==> config.mk <==
export PLATFORM = sky130hd
export DESIGN_NAME = psg_song_sequencer_unit
export DESIGN_NICKNAME = d
export VERILOG_FILES = /design/src/rtl/core/psg_seq_pkg.sv /design/src/rtl/core/psg_seq_core.sv /design/src/rtl/core/psg_seq_obuf.sv /design/src/rtl/core/psg_song_sequencer_unit.sv
export SDC_FILE = /design/constraint.sdc
export NUM_CORES = 1
export LEC_CHECK = 0
export BUFFER_PORTS_ARGS = -buffer_cell sky130_fd_sc_hd__buf_2
export CAP_MARGIN = 10
export CORE_MARGIN = 2
export CORE_UTILIZATION = 62
export DETAILED_ROUTE_END_ITERATION = 10
export PLACE_DENSITY = 0.81
export SLEW_MARGIN = 20
export SYNTH_ARGS = -nofsm -noshare
export SYNTH_HDL_FRONTEND = slang
export SYNTH_SLANG_ARGS = --single-unit
export TNS_END_PERCENT = 10
==> constraint.sdc <==
create_clock -name clk -period 8.9 [get_ports clk]
set_clock_uncertainty 0.05 [all_clocks]
set_input_delay 1.335 -clock clk [delete_from_list [all_inputs] [get_ports clk]]
set_output_delay 1.335 -clock clk [all_outputs]
set_load 0.05 [all_outputs]
==> src/rtl/core/psg_seq_pkg.sv <==
// Shared types, constants and table functions for the song sequencer.
`default_nettype none
package psg_seq_pkg;

  localparam int VOICES = 4;

  // Reset values of the configuration registers
  localparam logic [5:0] DECAY_PERIOD_RST     = 6'd6;
  localparam logic [3:0] SOFT_NOISE_LEVEL_RST = 4'd4;
  localparam logic [7:0] START_DELAY_RST      = 8'd50;
  localparam logic [3:0] ATTEN_SILENT         = 4'd15;

  // Configuration register indexes
  localparam logic [1:0] CFG_DECAY_PERIOD     = 2'd0;
  localparam logic [1:0] CFG_SOFT_NOISE_LEVEL = 2'd1;
  localparam logic [1:0] CFG_START_DELAY      = 2'd2;

  // Command byte bits 7:6
  typedef enum logic [1:0] {
    CMD_NOTE  = 2'b00,
    CMD_DELAY = 2'b01,
    CMD_NOISE = 2'b10,
    CMD_END   = 2'b11
  } cmd_t;

  typedef struct packed {
    logic       opcode;
    logic [7:0] command_byte;
    logic [9:0] note_period;
  } in_item_t;

  typedef struct packed {
    logic       has_write;
    logic [7:0] chip_byte;
    logic       led_update;
    logic [1:0] led_select;
    logic [7:0] led_level;
    logic       wants_command;
    logic       song_over;
    logic       last_of_run;
  } out_item_t;

  // One result before the per-input flags are attached
  typedef struct packed {
    logic       has_write;
    logic [7:0] chip_byte;
    logic       led_update;
    logic [1:0] led_select;
    logic [7:0] led_level;
  } slot_t;

  // All results of one input, handed from the core to the output buffer
  typedef struct packed {
    slot_t [VOICES-1:0] slots;
    logic [1:0]         last_idx;
    logic               wants_command;
    logic               song_over;
  } bundle_t;

  typedef struct packed {
    logic [VOICES-1:0][3:0] atten;
    logic [5:0]             decay_count;
    logic [7:0]             noise_count;
    logic [2:0]             noise_step_period;
    logic [7:0]             wait_count;
    logic                   awaiting_command;
    logic                   finished;
  } seq_state_t;

  function automatic logic [7:0] fade_level(input logic [3:0] atten);
    logic [7:0] lvl;
    case (atten)
      4'd0:    lvl = 8'd255;
      4'd1:    lvl = 8'd179;
      4'd2:    lvl = 8'd125;
      4'd3:    lvl = 8'd88;
      4'd4:    lvl = 8'd61;
      4'd5:    lvl = 8'd43;
      4'd6:    lvl = 8'd30;
      4'd7:    lvl = 8'd21;
      4'd8:    lvl = 8'd15;
      4'd9:    lvl = 8'd10;
      4'd10:   lvl = 8'd7;
      4'd11:   lvl = 8'd5;
      4'd12:   lvl = 8'd4;
      4'd13:   lvl = 8'd2;
      4'd14:   lvl = 8'd1;
      default: lvl = 8'd0;
    endcase
    return lvl;
  endfunction

  // Chip attenuation write: 1 vv 1 aaaa
  function automatic logic [7:0] atten_byte(input logic [1:0] voice, input logic [3:0] atten);
    return {1'b1, voice, 1'b1, atten};
  endfunction

endpackage
`default_nettype wire

==> src/rtl/core/psg_seq_core.sv <==
// Next-state and result logic for one input item.
`default_nettype none
module psg_seq_core (
  input  wire psg_seq_pkg::seq_state_t st,
  input  wire psg_seq_pkg::in_item_t   item,
  input  wire logic [5:0]              decay_period,
  input  wire logic [3:0]              soft_noise_level,
  output psg_seq_pkg::seq_state_t      st_next,
  output psg_seq_pkg::bundle_t         bundle
);

  logic [5:0]                          dc_inc;
  logic [7:0]                          nc_inc;
  logic                                decay_hit;
  logic                                noise_hit;
  logic [psg_seq_pkg::VOICES-1:0]      step;
  logic [psg_seq_pkg::VOICES-1:0][3:0] atten_inc;
  logic [2:0]                          n;
  logic [1:0]                          sel;
  logic [3:0]                          best;
  logic [3:0]                          noise_start_level;
  psg_seq_pkg::cmd_t                   cmd;

  assign dc_inc    = st.decay_count + 6'd1;
  assign nc_inc    = st.noise_count + 8'd1;
  assign decay_hit = (dc_inc == decay_period);
  assign noise_hit = (nc_inc == {5'd0, st.noise_step_period});
  assign cmd       = psg_seq_pkg::cmd_t'(item.command_byte[7:6]);
  assign noise_start_level = item.command_byte[5] ? soft_noise_level : 4'd0;

  always_comb begin
    for (int v = 0; v < psg_seq_pkg::VOICES; v++) begin
      atten_inc[v] = st.atten[v] + 4'd1;
      step[v] = ((v == psg_seq_pkg::VOICES - 1) ? noise_hit : decay_hit) &&
                (st.atten[v] != psg_seq_pkg::ATTEN_SILENT);
    end
  end

  // Quietest tone voice, lowest index on a tie
  always_comb begin
    sel  = 2'd0;
    best = st.atten[0];
    if (st.atten[1] > best) begin
      sel  = 2'd1;
      best = st.atten[1];
    end
    if (st.atten[2] > best) begin
      sel = 2'd2;
    end
  end

  always_comb begin
    st_next       = st;
    bundle.slots  = '0;
    n             = 3'd0;
    if (!st.finished) begin
      if (!item.opcode) begin
        st_next.decay_count = decay_hit ? 6'd0 : dc_inc;
        st_next.noise_count = noise_hit ? 8'd0 : nc_inc;
        for (int v = 0; v < psg_seq_pkg::VOICES; v++) begin
          if (step[v]) begin
            st_next.atten[v]               = atten_inc[v];
            bundle.slots[n[1:0]].has_write  = 1'b1;
            bundle.slots[n[1:0]].chip_byte  = psg_seq_pkg::atten_byte(2'(v), atten_inc[v]);
            bundle.slots[n[1:0]].led_update = 1'b1;
            bundle.slots[n[1:0]].led_select = 2'(v);
            bundle.slots[n[1:0]].led_level  = psg_seq_pkg::fade_level(atten_inc[v]);
            n = n + 3'd1;
          end
        end
        if (st.wait_count != 8'd0) begin
          st_next.wait_count = st.wait_count - 8'd1;
        end else begin
          st_next.awaiting_command = 1'b1;
        end
      end else if (st.awaiting_command) begin
        case (cmd)
          psg_seq_pkg::CMD_NOTE: begin
            st_next.atten[sel]          = 4'd0;
            bundle.slots[0].has_write   = 1'b1;
            bundle.slots[0].chip_byte   = {1'b1, sel, 1'b0, item.note_period[3:0]};
            bundle.slots[1].has_write   = 1'b1;
            bundle.slots[1].chip_byte   = {2'b00, item.note_period[9:4]};
            bundle.slots[2].has_write   = 1'b1;
            bundle.slots[2].chip_byte   = psg_seq_pkg::atten_byte(sel, 4'd0);
            n = 3'd3;
          end
          psg_seq_pkg::CMD_DELAY: begin
            st_next.wait_count = {2'b00, item.command_byte[5:0]};
            if (item.command_byte[5:0] != 6'd0) begin
              st_next.awaiting_command = 1'b0;
            end
          end
          psg_seq_pkg::CMD_NOISE: begin
            st_next.noise_step_period = {1'b0, item.command_byte[4:3]} + 3'd1;
            st_next.noise_count       = 8'd0;
            st_next.atten[3]          = noise_start_level;
            bundle.slots[0].has_write = 1'b1;
            bundle.slots[0].chip_byte = {5'b11100, item.command_byte[2:0]};
            bundle.slots[1].has_write = 1'b1;
            bundle.slots[1].chip_byte = psg_seq_pkg::atten_byte(2'd3, noise_start_level);
            n = 3'd2;
          end
          default: begin
            // end of song: silence every voice and blank its LED
            for (int v = 0; v < psg_seq_pkg::VOICES; v++) begin
              st_next.atten[v]           = psg_seq_pkg::ATTEN_SILENT;
              bundle.slots[v].has_write  = 1'b1;
              bundle.slots[v].chip_byte  =
                psg_seq_pkg::atten_byte(2'(v), psg_seq_pkg::ATTEN_SILENT);
              bundle.slots[v].led_update = 1'b1;
              bundle.slots[v].led_select = 2'(v);
            end
            st_next.finished         = 1'b1;
            st_next.awaiting_command = 1'b0;
            n = 3'd4;
          end
        endcase
      end
    end
    // no write: a single empty result still goes out
    bundle.last_idx      = (n == 3'd0) ? 2'd0 : 2'(n - 3'd1);
    bundle.wants_command = st_next.awaiting_command;
    bundle.song_over     = st_next.finished;
  end

endmodule
`default_nettype wire

==> src/rtl/core/psg_seq_obuf.sv <==
// Result buffer: holds the results of one input and hands them out one a cycle while out_ready is high.
`default_nettype none
module psg_seq_obuf (
  input  wire                         clk,
  input  wire                         rst,
  input  wire                         load,
  input  wire psg_seq_pkg::bundle_t   bundle_in,
  output logic                        can_load,
  output logic                        out_valid,
  input  wire                         out_ready,
  output psg_seq_pkg::out_item_t      out_data
);

  logic                 valid;
  logic [1:0]           idx;
  psg_seq_pkg::bundle_t held;
  logic                 last;
  psg_seq_pkg::slot_t   cur;

  assign last      = (idx == held.last_idx);
  assign cur       = held.slots[idx];
  assign out_valid = valid;
  assign can_load  = !valid || (out_ready && last);

  assign out_data.has_write     = cur.has_write;
  assign out_data.chip_byte     = cur.chip_byte;
  assign out_data.led_update    = cur.led_update;
  assign out_data.led_select    = cur.led_select;
  assign out_data.led_level     = cur.led_level;
  assign out_data.wants_command = held.wants_command;
  assign out_data.song_over     = held.song_over;
  assign out_data.last_of_run   = last;

  always_ff @(posedge clk) begin
    if (rst) begin
      valid <= 1'b0;
      idx   <= 2'd0;
    end else if (load) begin
      valid <= 1'b1;
      idx   <= 2'd0;
    end else if (valid && out_ready) begin
      if (last) begin
        valid <= 1'b0;
      end else begin
        idx <= idx + 2'd1;
      end
    end
  end

  always_ff @(posedge clk) begin
    if (load) begin
      held <= bundle_in;
    end
  end

endmodule
`default_nettype wire

==> src/rtl/core/psg_song_sequencer_unit.sv <==
// Top level of the song sequencer: input register, state, config and result buffer.
//
//  channel  | handshake             | payload
//  ---------+-----------------------+-------------------------------------
//  in       | in_valid / in_ready   | in_data  (opcode, command_byte, note_period)
//  out      | out_valid / out_ready | out_data (one result per transfer)
//  cfg      | cfg_write             | cfg_index, cfg_data
//
// Each input gives one to four results; the result buffer sends one per cycle
// while out_ready is high, and the next item is taken in the same cycle as the last
// result of the previous one goes out. Results leave from the result buffer,
// loaded from the input register. Reset is synchronous. A stalled output holds
// its result and, once the input register is full, the input stalls too.
`default_nettype none
module psg_song_sequencer_unit (
  input  wire                         clk,
  input  wire                         rst,
  input  wire                         in_valid,
  output logic                        in_ready,
  input  wire psg_seq_pkg::in_item_t  in_data,
  output logic                        out_valid,
  input  wire                         out_ready,
  output psg_seq_pkg::out_item_t      out_data,
  input  wire                         cfg_write,
  input  wire logic [1:0]             cfg_index,
  input  wire logic [7:0]             cfg_data
);

  logic                    in_full;
  psg_seq_pkg::in_item_t   in_hold;
  logic                    advance;
  logic                    buf_can_load;
  psg_seq_pkg::seq_state_t st;
  psg_seq_pkg::seq_state_t st_next;
  psg_seq_pkg::bundle_t    bundle;
  logic [5:0]              decay_period;
  logic [3:0]              soft_noise_level;

  assign advance  = in_full && buf_can_load;
  assign in_ready = !in_full || advance;

  always_ff @(posedge clk) begin
    if (rst) begin
      in_full <= 1'b0;
    end else if (in_valid && in_ready) begin
      in_full <= 1'b1;
    end else if (advance) begin
      in_full <= 1'b0;
    end
  end

  always_ff @(posedge clk) begin
    if (in_valid && in_ready) begin
      in_hold <= in_data;
    end
  end

  // start delay only matters through the countdown it loads, kept in st
  always_ff @(posedge clk) begin
    if (rst) begin
      decay_period     <= psg_seq_pkg::DECAY_PERIOD_RST;
      soft_noise_level <= psg_seq_pkg::SOFT_NOISE_LEVEL_RST;
    end else if (cfg_write) begin
      case (cfg_index)
        psg_seq_pkg::CFG_DECAY_PERIOD:     decay_period     <= cfg_data[5:0];
        psg_seq_pkg::CFG_SOFT_NOISE_LEVEL: soft_noise_level <= cfg_data[3:0];
        default: ;
      endcase
    end
  end

  always_ff @(posedge clk) begin
    if (rst) begin
      st.atten             <= {psg_seq_pkg::VOICES{psg_seq_pkg::ATTEN_SILENT}};
      st.decay_count       <= 6'd0;
      st.noise_count       <= 8'd0;
      st.noise_step_period <= 3'd0;
      st.wait_count        <= psg_seq_pkg::START_DELAY_RST;
      st.awaiting_command  <= 1'b0;
      st.finished          <= 1'b0;
    end else if (advance) begin
      st <= st_next;
    end else if (cfg_write && cfg_index == psg_seq_pkg::CFG_START_DELAY) begin
      // new start delay reloads the countdown, unless an input advances in the same cycle
      st.wait_count <= cfg_data;
    end
  end

  psg_seq_core u_core (
    .st               (st),
    .item             (in_hold),
    .decay_period     (decay_period),
    .soft_noise_level (soft_noise_level),
    .st_next          (st_next),
    .bundle           (bundle)
  );

  psg_seq_obuf u_obuf (
    .clk       (clk),
    .rst       (rst),
    .load      (advance),
    .bundle_in (bundle),
    .can_load  (buf_can_load),
    .out_valid (out_valid),
    .out_ready (out_ready),
    .out_data  (out_data)
  );

endmodule
`default_nettype wire

==> results.sh, run 1 <==
export IMPL_setup_tns_ns=0
export IMPL_endpoint_kind="flip-flop"
export IMPL_areaGrowthSynthToFinish_pct=8.82
export IMPL_rsz0062_at_grt="false"
export IMPL_path_cells="ha_1 > and3b_1 > or3_1 > a31oi_1 > nor2_1 > nand2_1 > inv_1 > ha_1 > nor4b_1 > o21a_1 > o21ai_0 > o21ai_0"
export IMPL_cts_tree="yes"
export IMPL_fin_crit_ns=5.20
export IMPL_cts_hold_buf=0
export IMPL_slew_headroom=0.191
export IMPL_root_buffer="clkbuf_16"
export IMPL_via_per_inst=6.79
export IMPL_cts_buffer_depth=2
export IMPL_overflow=0
export IMPL_rows=46
export IMPL_synth_flop_cell="edfxtp_1"
export IMPL_h_tree_depth=4
export IMPL_fmax_mhz=192
export IMPL_syn_area_per_cell_um2=8.99
export IMPL_crit_start="st[21]$_SDFFE_PP0P_"
export IMPL_async_flop_share=0
export IMPL_fin_nets=1196
export IMPL_ant_nets=0
export IMPL_clkTransAtPathRegs_ns=0.07
export IMPL_postSynthCellCount=1112
export IMPL_die_y_um=131
export IMPL_io_buffers=58
export IMPL_p_leak_nw=4.21
export IMPL_yosysUniqueCellTypes=81
export IMPL_status="completed"
export IMPL_grt_pass1_vias=8177
export IMPL_gr_usage_all_layers=0.338
export IMPL_place_congestion=0.982
export IMPL_cp_data_required_time_ns=9.09
export IMPL_holdCritStartpoint="soft_noise_level[2]$_SDFFE_PP1P_"
export IMPL_ir_drop_mv=0.117
export IMPL_hold_path_class="reg -> reg"
export IMPL_dieArea_um2=17200
export IMPL_report_final_slew_viol_count=0
export IMPL_drt_wl_total_mm=28.6
export IMPL_cp_max_fo=15
export IMPL_dr_pass1_iters=6
export IMPL_crit_path_start_kind="flip-flop"
export IMPL_syn_area_um2=10000
export IMPL_post_cts_buffers=0
export IMPL_numCtsBuffers=17
export IMPL_die_w_um=131
export IMPL_drt_iter0_drc=1523
export IMPL_start_util=0.632
export IMPL_postCtsResizedCells=0
export IMPL_antenna_diode_count=0
export IMPL_grt_pass1_wl_mm=44.8
export IMPL_antenna_found_initial=1
export IMPL_fin_area_um2=10900
export IMPL_period_share=0.585
export IMPL_syn_nets=1188
export IMPL_dpl_hpwl_mm=19.9
export IMPL_vias=9158
export IMPL_clk_latency_ns=0.44
export IMPL_synth_seq_cells=150
export IMPL_slowest_stage="a31oi_1"
export IMPL_ys_seq_area_frac=0.393
export IMPL_tightestPinTransition_ns=1.20
export IMPL_drc=0
export IMPL_cpPeakStageDelay_ns=0.81
export IMPL_synth_edff_count=93
export IMPL_crit_type="reg -> reg"
export IMPL_timing_hold_violations_final=0
export IMPL_rr_startpoint="st[21]$_SDFFE_PP0P_"
export IMPL_crit_arrival_ns=5.39
export IMPL_setup_viol=0
export IMPL_grt_max_degree=54
export IMPL_io_pins=59
export IMPL_place_area_um2=10300
export IMPL_cts_num_sinks=150
export IMPL_yosys_warnings=0
export IMPL_core_um2=15800
export IMPL_drv_cap=0
export IMPL_drive_gt1_frac=0.120
export IMPL_powerDensity_nw_per_um2=149
export IMPL_routed_wire_length_per_instance_um=21.2
-- cell families (layout without fill, tap and decap cells) --
kind of cell,Yosys count,in the layout,synth area share
DFF,150,150,0.393
buffers and inverters,116,137,0.0482
adders and majority gates,42,42,0.0526
muxes,57,57,0.0805
AOI/OAI and AO/OA,319,319,0.207
xor gates and xnor gates,31,31,0.0293
and+or+nand+nor,397,397,0.189
-- cell type report --
type | count | area (µm²)
well taps | 216 | 270
inverters | 37 | 139
fillers | 1234 | 4950
flip-flops and latches | 150 | 3930
repair buffers | 68 | 365
clock buffers | 20 | 447
multi-input cells | 846 | 5600
clock inverters | 12 | 123
-- layer usage --
layer	part of all wire	track usage	vias to the layer above
li1	-	-	4171
met1	0.41	0.487	4286
met2	0.45	0.505	600
met3	0.11	0.0700	101
met4	0.034	0.126	0
met5	0	0	-
-- where the power goes --
| part | switching [mW] | internal, mW |
|---|---|---|
| clock network | 0.312 | 0.397 |
| registers | 0.0168 | 0.761 |
| logic | 0.0950 | 0.0399 |
| total | 0.424 | 1.20 |
-- sequential cells by signal, indices dropped and copies added, names as in the netlist --
| signal | count |
|---|---|
| decay_period | 6 |
| u_obuf.out_valid | 1 |
| u_obuf.idx | 2 |
| in_hold | 19 |
| in_full | 1 |
| u_obuf.held | 72 |
| soft_noise_level | 4 |
| u_obuf.out_data | 2 |
| st | 43 |
-- layout by cell type (no fill, tap or decap), types with 16 or more instances in the layout --
master,count
a211oi_1,16
nor3_1,25
xnor2_1,17
inv_1,36
clkbuf_16,17
nand3_1,55
buf_2,58
a22oi_1,19
nand2_1,98
nor2_1,124
a21oi_1,70
o211ai_1,19
mux2i_1,34
edfxtp_1,93
mux4_2,18
ha_1,42
o21ai_0,79
dfxtp_1,57
-- through the flow --
stage | util | total power, mW | hold WS [ns] | cells | worst slack (ns)
after CTS | 0.686 | 1.61 | 0.433 | 1349 | 3.78
after floorplan | - | 0.882 | 0.386 | 1112 | 4.88
after detailed placement | 0.651 | 0.923 | 0.417 | 1317 | 3.78
after global routing | 0.688 | 1.66 | 0.488 | 1349 | 3.34
after global placement | 0.651 | 0.919 | 0.407 | 1317 | 3.96
final | 0.688 | 1.62 | 0.434 | 1349 | 3.70
-- worst max-delay path: cells and delay by family, from the launching register on --
kind,cells,cell delay [ns]
fa+ha+maj,2,0.74
compound gates,4,1.96
buf+inv,1,0.10
simple gates,5,1.79
flops,1,0.36
-- path summary, 6_finish.rpt --
path | endpoint | slack, ns | depth (start not counted)
worst min-delay path | soft_noise_level[2]$_SDFFE_PP1P_ | 0.43 | 2
worst min register to register | soft_noise_level[2]$_SDFFE_PP1P_ | 0.43 | 2
worst max register to register | u_obuf.held[43]$_SDFFCE_PP0P_ | 3.70 | 12
worst max-delay path | u_obuf.held[43]$_SDFFCE_PP0P_ | 3.70 | 12
-- cell usage after synthesis, types with 16 or more instances --
master      n  area [µm²]
nor2_1    124         465
nand2_1    98         368
edfxtp_1   93        2790
o21ai_0    79         395
a21oi_1    71         355
clkbuf_1   63         236
dfxtp_1    57        1140
nand3_1    55         275
ha_1       42         526
inv_1      36         135
mux2i_1    34         340
nor3_1     25         125
a22oi_1    19         143
o211ai_1   19         143
mux4_2     18         405
xnor2_1    17         149
a211oi_1   16         120
No activity file was read; power rests on OpenSTA's default activity.
==> run 2: changes to the inputs <==
--- a/config.mk
+++ b/config.mk
@@ -5,12 +5,13 @@
 export SDC_FILE = /design/constraint.sdc
 export NUM_CORES = 1
 export LEC_CHECK = 0
+export ABC_AREA = 1
 export BUFFER_PORTS_ARGS = -buffer_cell sky130_fd_sc_hd__buf_2
 export CAP_MARGIN = 10
 export CORE_MARGIN = 2
-export CORE_UTILIZATION = 62
+export CORE_UTILIZATION = 56
 export DETAILED_ROUTE_END_ITERATION = 10
-export PLACE_DENSITY = 0.81
+export PLACE_DENSITY = 0.77
 export SLEW_MARGIN = 20
 export SYNTH_ARGS = -nofsm -noshare
 export SYNTH_HDL_FRONTEND = slang
==> constraint.sdc (replaced) <==
create_clock -name clk -period 4.73 [get_ports clk]
set_clock_uncertainty 0.05 [all_clocks]
set_input_delay 0.7095 -clock clk [delete_from_list [all_inputs] [get_ports clk]]
set_output_delay 0.7095 -clock clk [all_outputs]
set_load 0.05 [all_outputs]
==> results.sh, run 2 <==
export IMPL_grt_max_degree=75
export IMPL_postCtsResizedCells=0
export IMPL_largest_reg_flops=72
export IMPL_path_buf_inv=2
export IMPL_cts_tree="yes"
export IMPL_crit_arrival_ns=3.88
export IMPL_core_um2=17200
export IMPL_setup_viol=0
export IMPL_tightestPinTransition_ns=1.03
export IMPL_yosys_top_cells_count="314 x nand2_1, 138 x nor2_1, 135 x o21ai_0, 131 x inv_1, 93 x edfxtp_1"
export IMPL_drt_iter0_drc=1127
export IMPL_layout_common_cells="314 x nand2_1, 137 x nor2_1, 135 x o21ai_0, 130 x inv_1, 93 x edfxtp_1"
export IMPL_syn_area_um2=9790
export IMPL_drive_gt1_frac=0.106
export IMPL_slew_headroom=0.307
export IMPL_yosys_warnings=0
export IMPL_powerDensity_nw_per_um2=305
export IMPL_top_register="u_obuf.held"
export IMPL_synth_top_cell_by_area="edfxtp_1"
export IMPL_status="completed"
export IMPL_yosysUniqueCellTypes=55
export IMPL_routed_wire_length_per_instance_um=17.1
export IMPL_via_per_inst=5.88
export IMPL_root_buffer="clkbuf_16"
export IMPL_overflow=0
export IMPL_crit_start="st[21]$_SDFFE_PP0P_"
export IMPL_start_util=0.570
export IMPL_p_switching_uw=942
export IMPL_postSynthCellCount=1321
export IMPL_cpPeakStageDelay_ns=0.46
export IMPL_report_final_slew_viol_count=0
export IMPL_crit_top_cell="nand2_1"
export IMPL_gr_usage_all_layers=0.301
export IMPL_seq_power_share=0.452
export IMPL_crit_path_start_kind="flip-flop"
export IMPL_place_congestion=1.02
export IMPL_h_tree_depth=4
export IMPL_final_util=0.628
export IMPL_cts_buffer_depth=2
export IMPL_rows=48
export IMPL_p_leak_nw=4.78
export IMPL_crit_type="reg -> reg"
export IMPL_rsz0062_at_grt="false"
export IMPL_reg_top3="u_obuf.held x72, st x43, in_hold x19"
export IMPL_synthTopCellsByArea="edfxtp_1 29%, nand2_1 12%, dfxtp_1 12%"
export IMPL_synth_seq_cells=150
export IMPL_syn_area_per_cell_um2=7.41
export IMPL_grt_pass1_wl_mm=43.6
export IMPL_synth_edff_count=93
export IMPL_io_buffers=58
export IMPL_drt_wl_total_mm=27.2
export IMPL_drc=0
export IMPL_setup_tns_ns=0
export IMPL_period_share=0.793
export IMPL_ir_drop_mv=0.264
export IMPL_clk_latency_ns=0.43
export IMPL_slowest_stage="dfxtp_1"
export IMPL_ys_seq_area_frac=0.402
export IMPL_dieArea_um2=18600
export IMPL_path_cells="ha_1 > inv_1 > nand2_1 > nand3_1 > nand2_1 > nand3_2 > nor2_8 > nand2_4 > nor2_4 > ha_1 > inv_1 > nor2_4 > nand2_1 > ha_1 > nand3_1 > nand2_1 > o21ai_1 > a21oi_1"
export IMPL_combPwrFrac=0.149
export IMPL_die_w_um=136
export IMPL_intPower_mw=2.34
export IMPL_timing_hold_violations_final=0
export IMPL_grt_pass1_vias=8566
export IMPL_clkTransAtPathRegs_ns=0.06
export IMPL_drv_cap=0
export IMPL_dpl_hpwl_mm=20.3
export IMPL_synth_flop_cell="edfxtp_1"
export IMPL_final_common_cell="nand2_1"
export IMPL_die_y_um=136
export IMPL_ant_nets=0
export IMPL_cts_num_sinks=150
export IMPL_swShare=0.287
export IMPL_async_flop_share=0
export IMPL_synth_most_common_cell="nand2_1"
export IMPL_rr_startpoint="st[21]$_SDFFE_PP0P_"
export IMPL_io_pins=59
export IMPL_fmax_mhz=267
export IMPL_endpoint_kind="flip-flop"
export IMPL_holdCritStartpoint="in_data[15]"
export IMPL_areaGrowthSynthToFinish_pct=10.1
export IMPL_dr_pass1_iters=6
export IMPL_fin_hold_ws_ns=0.401
export IMPL_numCtsBuffers=17
export IMPL_critPathTopFamily="simple AND/OR/NAND/NOR gates"
export IMPL_clockPowerShare=0.399
export IMPL_antenna_diode_count=0
export IMPL_fin_nets=1435
export IMPL_antenna_found_initial=0
export IMPL_vias=9387
export IMPL_post_cts_buffers=0
export IMPL_cts_hold_buf=0
export IMPL_fin_crit_ns=3.75
export IMPL_cp_data_required_time_ns=4.86
export IMPL_yosys_area_top_type_share=0.285
export IMPL_cp_max_fo=11
export IMPL_syn_nets=1397
export IMPL_hold_path_class="in -> reg"
-- run 2: logic make-up (layout without fill, tap and decap cells) --
kind of cell,after synthesis,in the layout,synth area share
compound gates,311,311,0.178
flops,150,150,0.402
xor+xnor,18,18,0.0161
buf+inv,194,245,0.0786
fa+ha+maj,42,42,0.0537
simple gates,606,606,0.271
-- run 2: area by class of cell --
| class | instances | area [µm²] |
|---|---|---|
| sequential | 150 | 3930 |
| clock inverter | 9 | 90.1 |
| inverter | 148 | 562 |
| clock buffer | 23 | 479 |
| timing repair buffer | 65 | 343 |
| multi-input combinational | 977 | 5090 |
| tap | 225 | 282 |
| fill | 1538 | 6390 |
-- run 2: path summary, 6_finish.rpt --
kind	to	slack, ns	cells past startpoint
max	u_obuf.held[3]$_SDFFCE_PN0P_	0.98	18
max reg2reg	u_obuf.held[3]$_SDFFCE_PN0P_	0.98	18
min	in_hold[15]$_DFFE_PP_	0.40	1
min reg2reg	u_obuf.out_valid$_SDFFE_PP0P_	0.43	2
-- run 2: metrics by stage --
stage	area [µm²]	cells	setup slack, ns	power [mW]
after detailed placement	10200	1565	1.03	1.99
after global placement	10200	1565	1.21	1.98
after CTS	10800	1597	1.03	3.28
after global routing	10800	1597	0.664	3.40
after floorplan	9790	1321	1.47	1.85
final	10800	1597	0.978	3.29
-- run 2: worst reg2reg max path, cell delays in order, from the launching register on --
cell,delay [ns]
dfxtp_1,0.46
ha_1,0.29
inv_1,0.07
nand2_1,0.11
nand3_1,0.09
nand2_1,0.09
nand3_2,0.12
nor2_8,0.21
nand2_4,0.11
nor2_4,0.22
ha_1,0.31
inv_1,0.13
nor2_4,0.19
nand2_1,0.29
ha_1,0.39
nand3_1,0.08
nand2_1,0.06
o21ai_1,0.17
a21oi_1,0.09
-- run 2: power by group through the flow --
| stage | logic [mW] | registers (mW) | clock network, mW |
|---|---|---|---|
| finish | 0.489 | 1.49 | 1.31 |
| floorplan | 0.347 | 1.50 | 0 |
| detailed placement | 0.476 | 1.51 | 0 |
| CTS | 0.478 | 1.48 | 1.32 |
| global route | 0.537 | 1.49 | 1.38 |
| global placement | 0.472 | 1.51 | 0 |
-- run 2: per-layer routing --
| layer | global-route usage | vias up | share of wire |
|---|---|---|---|
| li1 | - | 4558 | - |
| met1 | 0.413 | 4281 | 0.43 |
| met2 | 0.470 | 468 | 0.45 |
| met3 | 0.0526 | 80 | 0.086 |
| met4 | 0.124 | 0 | 0.034 |
| met5 | 0 | - | 0 |
